### config.mk
export PLATFORM = sky130hd
export DESIGN_NAME = archive_path_safety_checker_core
export DESIGN_NICKNAME = d
export VERILOG_FILES = /design/src/rtl/apsc_pkg.sv /design/src/rtl/apsc_scan.sv /design/src/rtl/apsc_judge.sv /design/src/rtl/archive_path_safety_checker_core.sv
export SDC_FILE = /design/constraint.sdc
export NUM_CORES = 1
export LEC_CHECK = 0
export ABC_AREA = 1
export ABC_CLOCK_PERIOD_IN_PS = 11200
export BUFFER_PORTS_ARGS = -buffer_cell sky130_fd_sc_hd__buf_4
export CAP_MARGIN = 20
export CORE_MARGIN = 2
export CORE_UTILIZATION = 40
export DETAILED_ROUTE_END_ITERATION = 10
export PLACE_DENSITY_LB_ADDON = 0.25
export SLEW_MARGIN = 20
export SYNTH_ARGS = -nofsm -noshare
export SYNTH_HDL_FRONTEND = slang
export SYNTH_SLANG_ARGS = --single-unit
### constraint.sdc
create_clock -name clk -period 11.2 [get_ports clk]
set_input_delay 0.56 -clock clk [delete_from_list [all_inputs] [get_ports clk]]
set_output_delay 0.56 -clock clk [all_outputs]
set_load 0.005 [all_outputs]
### src/rtl/apsc_pkg.sv
`timescale 1ns / 1ps
// ----------------------------------------------------------------------------
// apsc_pkg
// Types, constants and helper functions shared by the archive path safety
// checker: verdict codes, per-name scan state and component rules.
// ----------------------------------------------------------------------------
package apsc_pkg;

	// Verdict codes, in the encoding seen on the result port
	typedef enum logic [3:0] {
		V_SAFE         = 4'd0,
		V_EMPTY        = 4'd1,
		V_NUL          = 4'd2,
		V_CONTROL      = 4'd3,
		V_TOO_LONG     = 4'd4,
		V_ABS_POSIX    = 4'd5,
		V_DRIVE        = 4'd6,
		V_UNC          = 4'd7,
		V_BACKSLASH    = 4'd8,
		V_PARENT       = 4'd9,
		V_CURRENT      = 4'd10,
		V_EMPTY_COMP   = 4'd11,
		V_RESERVED     = 4'd12,
		V_TRAILING     = 4'd13,
		V_INVALID_ROOT = 4'd14
	} verdict_t;

	// First bad component seen in the name
	typedef enum logic [2:0] {
		BAD_NONE     = 3'd0,
		BAD_EMPTY    = 3'd1,
		BAD_PARENT   = 3'd2,
		BAD_CURRENT  = 3'd3,
		BAD_TRAILING = 3'd4,
		BAD_RESERVED = 3'd5
	} bad_t;

	// Configuration register indexes
	typedef enum logic [1:0] {
		CFG_ROOT_VALID   = 2'd0,
		CFG_MAX_NAME_LEN = 2'd1,
		CFG_MAX_DEPTH    = 2'd2
	} cfg_idx_t;

	typedef struct packed {
		logic nul;
		logic ctrl;
		logic bsl;
		logic unc;
		logic drive;
	} flags_t;

	// Record of the component being scanned
	typedef struct packed {
		logic [1:0]      len;
		logic            all_dots;
		logic [3:0][7:0] stem;
		logic [2:0]      stem_len;
		logic            stem_done;
	} comp_t;

	// Per-name scan state
	typedef struct packed {
		logic [10:0] name_len;
		logic [7:0]  first_c;
		logic [7:0]  prev_c;
		flags_t      flags;
		comp_t       comp;
		logic [6:0]  comp_cnt;
		bad_t        bad;
	} scan_t;

	localparam logic [10:0] NAME_LEN_SAT = 11'd2047;
	localparam logic [6:0]  COMP_CNT_SAT = 7'd127;
	localparam logic [1:0]  COMP_LEN_SAT = 2'd3;
	localparam logic [2:0]  STEM_LEN_SAT = 3'd5;
	localparam logic [2:0]  STEM_KEEP    = 3'd4;

	localparam logic [7:0] CH_NUL    = 8'h00;
	localparam logic [7:0] CH_SPACE  = 8'h20;
	localparam logic [7:0] CH_DEL    = 8'h7F;
	localparam logic [7:0] CH_SLASH  = 8'h2F;
	localparam logic [7:0] CH_BSLASH = 8'h5C;
	localparam logic [7:0] CH_DOT    = 8'h2E;
	localparam logic [7:0] CH_COLON  = 8'h3A;

	localparam logic [23:0] STEM_CON = "CON";
	localparam logic [23:0] STEM_PRN = "PRN";
	localparam logic [23:0] STEM_AUX = "AUX";
	localparam logic [23:0] STEM_NUL = "NUL";
	localparam logic [23:0] STEM_COM = "COM";
	localparam logic [23:0] STEM_LPT = "LPT";

	localparam logic       ROOT_VALID_RST   = 1'b1;
	localparam logic [9:0] MAX_NAME_LEN_RST = 10'd512;
	localparam logic [5:0] MAX_DEPTH_RST    = 6'd32;

	localparam comp_t COMP_RESET = '{
		len: 2'd0, all_dots: 1'b1, stem: '0, stem_len: 3'd0, stem_done: 1'b0
	};

	localparam scan_t SCAN_RESET = '{
		name_len: 11'd0, first_c: 8'd0, prev_c: 8'd0, flags: '0,
		comp: COMP_RESET, comp_cnt: 7'd0, bad: BAD_NONE
	};

	// Latin-1 letter for the drive check
	function automatic logic is_letter(input logic [7:0] c);
		logic res;
		res = (c >= "A" && c <= "Z") || (c >= "a" && c <= "z") ||
			(c == 8'hAA) || (c == 8'hB5) || (c == 8'hBA) ||
			(c >= 8'hC0 && c != 8'hD7 && c != 8'hF7);
		return res;
	endfunction

	// ASCII upper-case only
	function automatic logic [7:0] to_upper(input logic [7:0] c);
		logic [7:0] res;
		res = (c >= "a" && c <= "z") ? c - 8'd32 : c;
		return res;
	endfunction

	// Reserved device stem, case-folded
	function automatic logic stem_reserved(input comp_t cp);
		logic [23:0] s3;
		logic        res;
		s3  = {cp.stem[0], cp.stem[1], cp.stem[2]};
		res = 1'b0;
		if (cp.stem_len == 3'd3)
			res = (s3 == STEM_CON) || (s3 == STEM_PRN) ||
				(s3 == STEM_AUX) || (s3 == STEM_NUL);
		else if (cp.stem_len == 3'd4 && (s3 == STEM_COM || s3 == STEM_LPT))
			res = (cp.stem[3] >= "1") && (cp.stem[3] <= "9");
		return res;
	endfunction

	// Close a component: keep the first bad one
	function automatic bad_t finish_bad(input bad_t bad, input comp_t cp,
		input logic [7:0] last_c);
		bad_t res;
		res = bad;
		if (bad == BAD_NONE) begin
			if (cp.len == 2'd0)
				res = BAD_EMPTY;
			else if (cp.all_dots && cp.len == 2'd2)
				res = BAD_PARENT;
			else if (cp.all_dots && cp.len == 2'd1)
				res = BAD_CURRENT;
			else if (last_c == CH_DOT || last_c == CH_SPACE)
				res = BAD_TRAILING;
			else if (stem_reserved(cp))
				res = BAD_RESERVED;
		end
		return res;
	endfunction

endpackage

### src/rtl/apsc_scan.sv
`timescale 1ns / 1ps
// ----------------------------------------------------------------------------
// apsc_scan
// Per-name scan state: flags, counters and the current component record,
// updated once per character, cleared after each verdict.
// ----------------------------------------------------------------------------
module apsc_scan (
	input  logic               clk,
	input  logic               arst_n,
	input  logic               take,
	input  logic               clear,
	input  logic [7:0]         character,
	output apsc_pkg::scan_t    post
);
	import apsc_pkg::*;

	scan_t state_q;
	scan_t nxt;

	// Fold one character into the scan state
	always_comb begin
		nxt = state_q;
		if (state_q.name_len == 11'd0)
			nxt.first_c = character;
		if (state_q.name_len == 11'd1) begin
			if (character == state_q.first_c &&
				(character == CH_SLASH || character == CH_BSLASH))
				nxt.flags.unc = 1'b1;
			if (character == CH_COLON && is_letter(state_q.first_c))
				nxt.flags.drive = 1'b1;
		end
		if (state_q.name_len != NAME_LEN_SAT)
			nxt.name_len = state_q.name_len + 11'd1;
		if (character == CH_NUL)
			nxt.flags.nul = 1'b1;
		if (character < CH_SPACE || character == CH_DEL)
			nxt.flags.ctrl = 1'b1;
		if (character == CH_BSLASH)
			nxt.flags.bsl = 1'b1;

		if (character == CH_SLASH) begin
			// close the component before the slash
			nxt.bad = finish_bad(state_q.bad, state_q.comp, state_q.prev_c);
			if (state_q.comp_cnt != COMP_CNT_SAT)
				nxt.comp_cnt = state_q.comp_cnt + 7'd1;
			nxt.comp = COMP_RESET;
		end else begin
			if (state_q.comp.len != COMP_LEN_SAT)
				nxt.comp.len = state_q.comp.len + 2'd1;
			if (character != CH_DOT)
				nxt.comp.all_dots = 1'b0;
			// collect the stem up to the first dot
			if (!state_q.comp.stem_done) begin
				if (character == CH_DOT) begin
					nxt.comp.stem_done = 1'b1;
				end else if (state_q.comp.stem_len < STEM_LEN_SAT) begin
					if (state_q.comp.stem_len < STEM_KEEP)
						nxt.comp.stem[state_q.comp.stem_len[1:0]] = to_upper(character);
					nxt.comp.stem_len = state_q.comp.stem_len + 3'd1;
				end
			end
		end
		nxt.prev_c = character;
	end

	assign post = take ? nxt : state_q;

	// Hold state; clear after a verdict
	always_ff @(posedge clk or negedge arst_n) begin
		if (!arst_n) begin
			state_q <= SCAN_RESET;
		end else if (clear) begin
			state_q <= SCAN_RESET;
		end else if (take) begin
			state_q <= nxt;
		end
	end

endmodule

### src/rtl/apsc_judge.sv
`timescale 1ns / 1ps
// ----------------------------------------------------------------------------
// apsc_judge
// Verdict selection: applies the checks in priority order to the scan state
// that includes the final character, closing the last component if open.
// ----------------------------------------------------------------------------
module apsc_judge (
	input  apsc_pkg::scan_t    post,
	input  logic               root_valid,
	input  logic [9:0]         max_name_length,
	input  logic [5:0]         max_depth,
	output apsc_pkg::verdict_t verdict
);
	import apsc_pkg::*;

	logic [6:0] cnt_end;
	bad_t       bad_end;
	verdict_t   comp_code;

	// Close the last component unless the name ends in a slash
	always_comb begin
		cnt_end = post.comp_cnt;
		bad_end = post.bad;
		if (post.prev_c != CH_SLASH) begin
			bad_end = finish_bad(post.bad, post.comp, post.prev_c);
			if (post.comp_cnt != COMP_CNT_SAT)
				cnt_end = post.comp_cnt + 7'd1;
		end
	end

	// Map bad component to its verdict
	always_comb begin
		case (bad_end)
			BAD_EMPTY:    comp_code = V_EMPTY_COMP;
			BAD_PARENT:   comp_code = V_PARENT;
			BAD_CURRENT:  comp_code = V_CURRENT;
			BAD_TRAILING: comp_code = V_TRAILING;
			BAD_RESERVED: comp_code = V_RESERVED;
			default:      comp_code = V_SAFE;
		endcase
	end

	// Priority chain
	always_comb begin
		if (!root_valid)
			verdict = V_INVALID_ROOT;
		else if (post.name_len == 11'd0)
			verdict = V_EMPTY;
		else if (post.flags.nul)
			verdict = V_NUL;
		else if (post.flags.ctrl)
			verdict = V_CONTROL;
		else if (post.name_len > {1'b0, max_name_length})
			verdict = V_TOO_LONG;
		else if (post.flags.unc)
			verdict = V_UNC;
		else if (post.flags.drive)
			verdict = V_DRIVE;
		else if (post.first_c == CH_SLASH)
			verdict = V_ABS_POSIX;
		else if (post.first_c == CH_BSLASH || post.flags.bsl)
			verdict = V_BACKSLASH;
		else if (cnt_end > {1'b0, max_depth})
			verdict = V_TOO_LONG;
		else
			verdict = comp_code;
	end

endmodule

### src/rtl/archive_path_safety_checker_core.sv
`timescale 1ns / 1ps
// ----------------------------------------------------------------------------
// archive_path_safety_checker_core
// Checks an archive entry name, fed one Latin-1 character per item, and
// returns one verdict code after the item marked last.
// ----------------------------------------------------------------------------
// The block takes one character item every cycle while char_stall is low. Each
// item is captured in an input register and then folded into the per-name scan
// state; for the item marked last the verdict is chosen as that item is folded
// in and held in the result register, which drives verdict_valid. Items that
// are not last pass even while a verdict waits; a last item holds in the input
// register only while the previous verdict is still stalled. Configuration
// writes are always ready and should be made while no name is in flight.
module archive_path_safety_checker_core (
	input  logic       clk,
	input  logic       arst_n,
	input  logic       char_valid,
	output logic       char_stall,
	input  logic [7:0] character,
	input  logic       present,
	input  logic       last,
	output logic       verdict_valid,
	input  logic       verdict_stall,
	output logic [3:0] verdict,
	input  logic       cfg_valid,
	output logic       cfg_ready,
	input  logic [1:0] cfg_index,
	input  logic [9:0] cfg_data
);
	import apsc_pkg::*;

	logic       root_valid_q;
	logic [9:0] max_name_len_q;
	logic [5:0] max_depth_q;

	logic       valid_s1;
	logic [7:0] char_s1;
	logic       present_s1;
	logic       last_s1;
	logic       adv_s1;

	logic       verdict_valid_q;
	logic [3:0] verdict_q;

	scan_t      post;
	verdict_t   verdict_nx;

	// Configuration registers
	assign cfg_ready = 1'b1;

	always_ff @(posedge clk or negedge arst_n) begin
		if (!arst_n) begin
			root_valid_q   <= ROOT_VALID_RST;
			max_name_len_q <= MAX_NAME_LEN_RST;
			max_depth_q    <= MAX_DEPTH_RST;
		end else if (cfg_valid && cfg_ready) begin
			unique case (cfg_idx_t'(cfg_index))
				CFG_ROOT_VALID:   root_valid_q   <= cfg_data[0];
				CFG_MAX_NAME_LEN: max_name_len_q <= cfg_data;
				CFG_MAX_DEPTH:    max_depth_q    <= cfg_data[5:0];
				default: ;
			endcase
		end
	end

	// Advance unless a last item would overwrite a stalled verdict
	assign adv_s1     = valid_s1 && !(last_s1 && verdict_valid_q && verdict_stall);
	assign char_stall = valid_s1 && !adv_s1;

	// Input register
	always_ff @(posedge clk or negedge arst_n) begin
		if (!arst_n) begin
			valid_s1 <= 1'b0;
		end else if (char_valid && !char_stall) begin
			valid_s1 <= 1'b1;
		end else if (adv_s1) begin
			valid_s1 <= 1'b0;
		end
	end

	always_ff @(posedge clk) begin
		if (char_valid && !char_stall) begin
			char_s1    <= character;
			present_s1 <= present;
			last_s1    <= last;
		end
	end

	apsc_scan u_scan (
		.clk       (clk),
		.arst_n    (arst_n),
		.take      (adv_s1 && present_s1),
		.clear     (adv_s1 && last_s1),
		.character (char_s1),
		.post      (post)
	);

	apsc_judge u_judge (
		.post            (post),
		.root_valid      (root_valid_q),
		.max_name_length (max_name_len_q),
		.max_depth       (max_depth_q),
		.verdict         (verdict_nx)
	);

	// Result register
	always_ff @(posedge clk or negedge arst_n) begin
		if (!arst_n) begin
			verdict_valid_q <= 1'b0;
		end else if (adv_s1 && last_s1) begin
			verdict_valid_q <= 1'b1;
		end else if (!verdict_stall) begin
			verdict_valid_q <= 1'b0;
		end
	end

	always_ff @(posedge clk) begin
		if (adv_s1 && last_s1) begin
			verdict_q <= verdict_nx;
		end
	end

	assign verdict_valid = verdict_valid_q;
	assign verdict       = verdict_q;

endmodule

==> impl_metrics.ini, run 1 <==
[setup_path]
r2r-start = char_s1[6]$_DFFE_PP_
path_common_cell = nand2_1
critPathRequiredTime_ns = 11.39
timing.rr.end = verdict[0]$_SDFFCE_PN0P_
slowest_stage = edfxtp_1
cp.arrival_ns = 5.29
cp-start-kind = flip-flop
cp_slowest_stage_delay_ns = 0.56
path_max_fanout = 16
path_class = reg -> reg
end_kind = flip-flop
ff2ff_path_depth = 33
ff2ff_setup_slack_ns = 6.10

[cts]
cts-resized-gates = 0
clock_path_buffers = 2
cts_hold_buf = 0
clk_pin_slew_ns = 0.06
cts_tree = done
numCtsBuffers = 17
cts_setup_buffers = 0
cts_root_buffer = clkbuf_16
clock_latency_ns = 0.43
cts_sinks = 114
h-tree-depth = 4

[job]
drv_cap = 0

[logic_synthesis]
ys_ff_latch = 114
synthArstFlopShare = 0.877
synth-main-ff-cell = dfrtp_1
seq_area_frac_synth = 0.388
syn_nets = 1101
synth_area_leaders = dfrtp_1, nand2_1, nor2_1
yosysTopAreaCellShare = 0.318
synthCells = 1047
yosysWarnings = 0
syn_area_um2 = 7550
synth-edff-count = 14
synth_cell_types = 51
avgSynthCellArea_um2 = 7.21
yosysTopAreaCell = dfrtp_1

[grt]
grt_overflow = 0
grt_pass1_vias = 6512
antenna_found_initial = 0
grt_use_total = 0.204
grt_max_degree = 72
grt_pass1_wl_um = 32300

[pwr]
switchingPower_mw = 0.537
vdd_ir_drop_max_uv = 118
p_leak_nw = 4.39
power.clock.fraction = 0.382
sequentialPowerShare = 0.350
p_comb_frac = 0.267
p_total_mw = 1.54
p_int_mw = 1.01
pwr_density_cell_nw_per_um2 = 180
swShare = 0.348

[timing]
fmax_mhz = 196
maxSlewHeadroom = 0.382
worst_pin_slew_ns = 0.927
setup_viol = 0
fin_crit_ns = 5.10
finalSetupTns_ns = 0
rsz0062_at_grt = no
fin_skew_ns = 0.00794
timing.final.crit_share = 0.456
hold_violations = 0
final_max_slew_viol_count = 0
timing.hold.ws_ns = 0.0471

[finish]
area_delta_synth_final_pct = 13.7
n_fill_cell = 1863
drive_gt1_frac = 0.122
diodes = 0
design_area_um2 = 8580
nets = 1129

[route]
wl_um = 19200
drc = 0
wl_per_cell_um = 14.6
vias = 6681
via_per_inst = 5.05
antenna_left = 0
detail_route.first_pass.iterations = 5
drt_iter0_drc = 560

[floorplan]
core-area_um2 = 18600
design.die.area_um2 = 20000
num_rows = 50
die-width_um = 141
start_util = 0.406
die_h_um = 141
ios = 34

[worst_hold_path]
hold_path.class = in -> async

[placed_design]
hpwlAfterDp_um = 14400
place_congestion = 0.895
port_buffers = 32
place_area_um2 = 7940

[run_status]
outcome = finished clean
-- state kept, by name, summed over array words and instances (netlist names) --
name and flops:
root_valid_q 1, verdict_valid 1, u_scan.state_q 81, max_depth_q 6, last_s1 1, valid_s1 1
present_s1 1, char_s1 8, verdict 4, max_name_len_q 10
-- cells in the final DEF, fill, tap and decap left out, drive strengths merged, types with 6 or more instances in the layout --
cell type and instances:
dfrtp 96, edfxtp 14, ha 27, o211ai 8, nor2 199, inv 173, or2 9, o21ai 63
nor4 12, a21oi 36, xnor2 10, nand2 202, xor2 16, nor3b 6, clkbuf 20, nand4 23
nand3 80, buf 34, nor3 29
-- worst max-delay path, delay by kind of cell (launching register included) --
family	cells	cell delay (ns)
flip-flops	1	0.56
AND/OR/NAND/NOR	20	2.31
XOR/XNOR	1	0.19
buffers and inverters	4	0.39
adder cells (fa/ha/maj)	2	0.52
AO/OA/AOI/OAI	6	0.89
-- cell usage after synthesis, types with 2 or more instances --
library cell,count
nand2_1,188
nor2_1,184
inv_1,158
dfrtp_1,96
nand3_1,75
o21ai_0,55
a21oi_1,35
ha_1,27
nor3_1,27
nand4_1,22
xor2_1,16
edfxtp_1,14
clkbuf_1,13
inv_2,12
nor4_1,11
xnor2_1,10
nand2_2,9
nor2_2,9
or2_2,8
o211ai_1,7
nor3b_1,6
buf_4,5
buf_6,5
nand2_4,5
nor2_4,5
o21ai_1,5
dfstp_2,4
nand3_2,4
o22ai_1,4
o21ai_2,3
and2_1,2
buf_2,2
nand3b_1,2
nor3_2,2
-- power groups by stage --
stage	logic, mW	clock network (mW)	registers [mW]
after floorplan	0.316	0	0.525
after global placement	0.406	0	0.547
after detailed placement	0.410	0	0.546
after CTS	0.412	0.599	0.540
after global routing	0.473	0.615	0.550
final	0.413	0.590	0.541
-- how the worst max path moves through the flow --
stage | startpoint | to | slack [ns] | cells after the start
after global placement | verdict_stall | verdict[0]$_SDFFCE_PN0P_ | 6.06 | 34
after floorplan | verdict_stall | verdict[0]$_SDFFCE_PN0P_ | 6.75 | 35
after CTS | char_s1[6]$_DFFE_PP_ | verdict[0]$_SDFFCE_PN0P_ | 6.06 | 33
after global routing | char_s1[6]$_DFFE_PP_ | verdict[0]$_SDFFCE_PN0P_ | 5.58 | 33
final | char_s1[6]$_DFFE_PP_ | verdict[0]$_SDFFCE_PN0P_ | 6.10 | 33
after detailed placement | verdict_stall | verdict[0]$_SDFFCE_PN0P_ | 5.92 | 34
-- metal layers --
layer	global-route usage	part of all wire
met5	0	0
met4	0.0742	0.016
met3	0.0415	0.050
met2	0.338	0.48
met1	0.265	0.46
-- per-stage QoR --
stage,worst slack (ns),cells,utilization
3_5_place_dp,5.92,1290,0.428
5_1_grt,5.58,1322,0.462
4_1_cts,6.06,1322,0.462
6_report,6.10,1322,0.462
3_3_place_gp,6.06,1290,0.428
2_1_floorplan,6.75,1047,-
-- area by class of cell --
type / count / area [um2] / area share
flip-flops and latches: 114 / 2930 / 0.341
clock buffers: 20 / 458 / 0.0534
well taps: 234 / 293 / 0.0341
repair buffers: 34 / 255 / 0.0297
inverters: 172 / 652 / 0.0760
clock inverters: 12 / 179 / 0.0209
multi-input cells: 736 / 3820 / 0.445
-- logic make-up (layout without fill, tap and decap cells) --
| kind of cell | count (synthesis) | count (layout) | share of synthesized area |
|---|---|---|---|
| compound gates | 116 | 116 | 0.0849 |
| xor+xnor | 26 | 26 | 0.0302 |
| fa+ha+maj | 27 | 27 | 0.0448 |
| buf+inv | 197 | 238 | 0.107 |
| flops | 114 | 114 | 0.388 |
| mux | 1 | 1 | 0.00133 |
| other cells | 1 | 1 | 0.000497 |
| simple gates | 565 | 565 | 0.344 |
No activity file was read; power rests on OpenSTA's default activity.
==> inputs of run 2 (changes only) <==
--- a/config.mk
+++ b/config.mk
@@ -5,8 +5,8 @@
 export SDC_FILE = /design/constraint.sdc
 export NUM_CORES = 1
 export LEC_CHECK = 0
-export ABC_AREA = 1
-export ABC_CLOCK_PERIOD_IN_PS = 11200
+export ABC_AREA = 0
+export ABC_CLOCK_PERIOD_IN_PS = 5280
 export BUFFER_PORTS_ARGS = -buffer_cell sky130_fd_sc_hd__buf_4
 export CAP_MARGIN = 20
 export CORE_MARGIN = 2
==> constraint.sdc (replaced) <==
create_clock -name clk -period 5.28 [get_ports clk]
set_input_delay 0.264 -clock clk [delete_from_list [all_inputs] [get_ports clk]]
set_output_delay 0.264 -clock clk [all_outputs]
set_load 0.005 [all_outputs]
==> impl_metrics.ini, run 2 <==
[job]
drv_cap = 0

[route]
antenna_left = 0
wl_um = 22000
dr_wl_met3_um = 1470
detail_route.first_pass.iterations = 9
drc = 1
drt_iter0_drc = 565
via_per_inst = 5.90
met1_length_um = 9700
vias = 6874
wl_per_cell_um = 18.9
top_layer_used = met4
route.met2.wl_um = 10100

[cts]
cts_tree = done
numCtsBuffers = 17
clock_latency_ns = 0.42
cts_root_buffer = clkbuf_16
cts_sinks = 114
clk_pin_slew_ns = 0.06
h-tree-depth = 4
clock_path_buffers = 2

[setup_path]
critPathRequiredTime_ns = 5.57
path_max_fanout = 5
end_kind = flip-flop
path_class = reg -> reg
cp.arrival_ns = 5.14
cp-start-kind = flip-flop

[timing]
fin_skew_ns = 0.00908
final_max_slew_viol_count = 0
worst_pin_slew_ns = 0.961
hold_violations = 0
fmax_mhz = 206
maxSlewHeadroom = 0.354
rsz0062_at_grt = no
finalSetupTns_ns = 0
fin_crit_ns = 4.84
timing.final.crit_share = 0.917
setup_viol = 0

[logic_synthesis]
synth_compound_area_frac = 0.166
synth-edff-count = 14
synthArstFlopShare = 0.877
syn_area_um2 = 7400
yosysTopAreaCellShare = 0.324
synth-xor-area-share = 0.0319
avgSynthCellArea_um2 = 8.43
synthCells = 878
synth-main-ff-cell = dfrtp_1
yosysTopAreaCell = dfrtp_1
seq_area_frac_synth = 0.395
synth_simple_gate_area_frac = 0.267
yosysMostFrequentCell = nor2_1
ys_ff_latch = 114
synth_mux_area_frac = 0.0477
synth_area_leaders = dfrtp_1, nor2_1, edfxtp_1
synthTopCellsByCount = nor2_1, nand2_1, dfrtp_1
syn_nets = 932
synth_top_family_by_area = simple AND/OR/NAND/NOR gates
synth_fa_ha_area_frac = 0.0456
yosysWarnings = 0
synth_cell_types = 73

[floorplan]
core-area_um2 = 18100
num_rows = 49
design.die.area_um2 = 19600
die_h_um = 140
start_util = 0.409
die-width_um = 140
ios = 34

[finish]
diodes = 0
final_common_cell = nor2_1
design_area_um2 = 8680
reg_top3 = u_scan.state_q: 81 flops, max_name_len_q: 10 flops, char_s1: 8 flops
regMostFlops = u_scan.state_q
stdcell_count = 1166
final_util = 0.480
area_delta_synth_final_pct = 17.2
nets = 978
largest_reg_flops = 81
drive_gt1_frac = 0.152
final_cell_mix = nor2_1, nand2_1, dfrtp_1, buf_4, a21oi_1

[grt]
antenna_found_initial = 0
grt_use_total = 0.230
grt_overflow = 0
grt_max_degree = 64
grt_pass1_wl_um = 35500
grt_pass1_vias = 6658

[placed_design]
hpwlAfterDp_um = 15800
place_area_um2 = 7970
port_buffers = 32
dp.cells = 1124
place_congestion = 0.942

[run_status]
violations = design-rule violations
outcome = finished, violations left

[pwr]
p_leak_nw = 3.82
pwr_density_cell_nw_per_um2 = 362
vdd_ir_drop_max_uv = 239

[worst_hold_path]
hold_path.class = in -> reg
-- run 2: layer usage --
metal	vias up	global-route usage
met2	254	0.373
met5	-	0
li1	3253	-
met3	46	0.0581
met4	0	0.0914
met1	3321	0.297
-- run 2: power breakdown --
part | total [mW] | switching [mW] | internal (mW)
registers | 1.17 | 0.147 | 1.03
clock network | 1.18 | 0.411 | 0.764
logic | 0.797 | 0.467 | 0.330
-- run 2: stage by stage --
stage                     power, mW  setup slack (ns)  hold slack, ns
final                          3.14             0.437          0.0253
after global placement         1.96             0.334           0.260
after global routing           3.32            0.0749          0.0169
after detailed placement       1.96             0.240           0.263
after floorplan                1.71            0.0419         -0.0316
after CTS                      3.14             0.227          0.0183
-- run 2: path summary, 6_finish.rpt --
check | from | to | slack [ns] | cells after the start
setup / recovery | char_s1[4]$_DFFE_PP_ | verdict[0]$_SDFFCE_PN0P_ | 0.44 | 24
hold / removal | character[1] | char_s1[1]$_DFFE_PP_ | 0.03 | 1
setup reg to reg | char_s1[4]$_DFFE_PP_ | verdict[0]$_SDFFCE_PN0P_ | 0.44 | 24
hold reg to reg | u_scan.state_q[51]$_DFF_PN0_ | u_scan.state_q[51]$_DFF_PN0_ | 0.49 | 2
max in group asynchronous | arst_n | u_scan.state_q[3]$_DFF_PN0_ | 3.67 | 3
min in group asynchronous | arst_n | u_scan.state_q[13]$_DFF_PN0_ | 0.36 | 2
-- run 2: cell families (layout without fill, tap and decap cells) --
kind of cell,Yosys count,count (layout)
flops,114,114
compound gates,193,193
fa+ha+maj,27,27
simple gates,395,395
mux,33,33
buf+inv,88,147
xor+xnor,27,27
other cells,1,1
-- run 2: what timing repair did --
| item | in CTS | in global routing |
|---|---|---|
| hold buffers | 1 | 0 |
| endpoints found under the hold margin | 35 | 0 |
| buffers inserted | 0 | 9 |
| resized for setup | 0 | 10 |
| setup endpoints to repair | 0 | 4 |
-- run 2: worst max-delay path: stages, from the launching register on --
cell	delay, ns
edfxtp_1	0.39
or3_4	0.43
nor3_2	0.12
buf_4	0.15
nand4_1	0.12
xor2_1	0.18
or2_2	0.31
or4b_2	0.64
o21ai_1	0.16
buf_4	0.15
nor2_1	0.04
a21oi_1	0.11
ha_1	0.25
nor2b_1	0.13
o21a_1	0.16
o21a_1	0.16
o21ai_1	0.11
nand2b_1	0.06
a21oi_1	0.14
o21ai_1	0.10
a21oi_2	0.17
buf_4	0.15
a31oi_1	0.08
nor3_1	0.24
o31a_1	0.16
-- run 2: layout make-up --
class	count	area, um2
Sequential cell	114	2930
Multi-Input combinational cell	676	4160
Clock inverter	10	134
Clock buffer	22	464
Inverter	44	165
Fill cell	1723	9410
Tap cell	229	287
Timing Repair Buffer	71	536
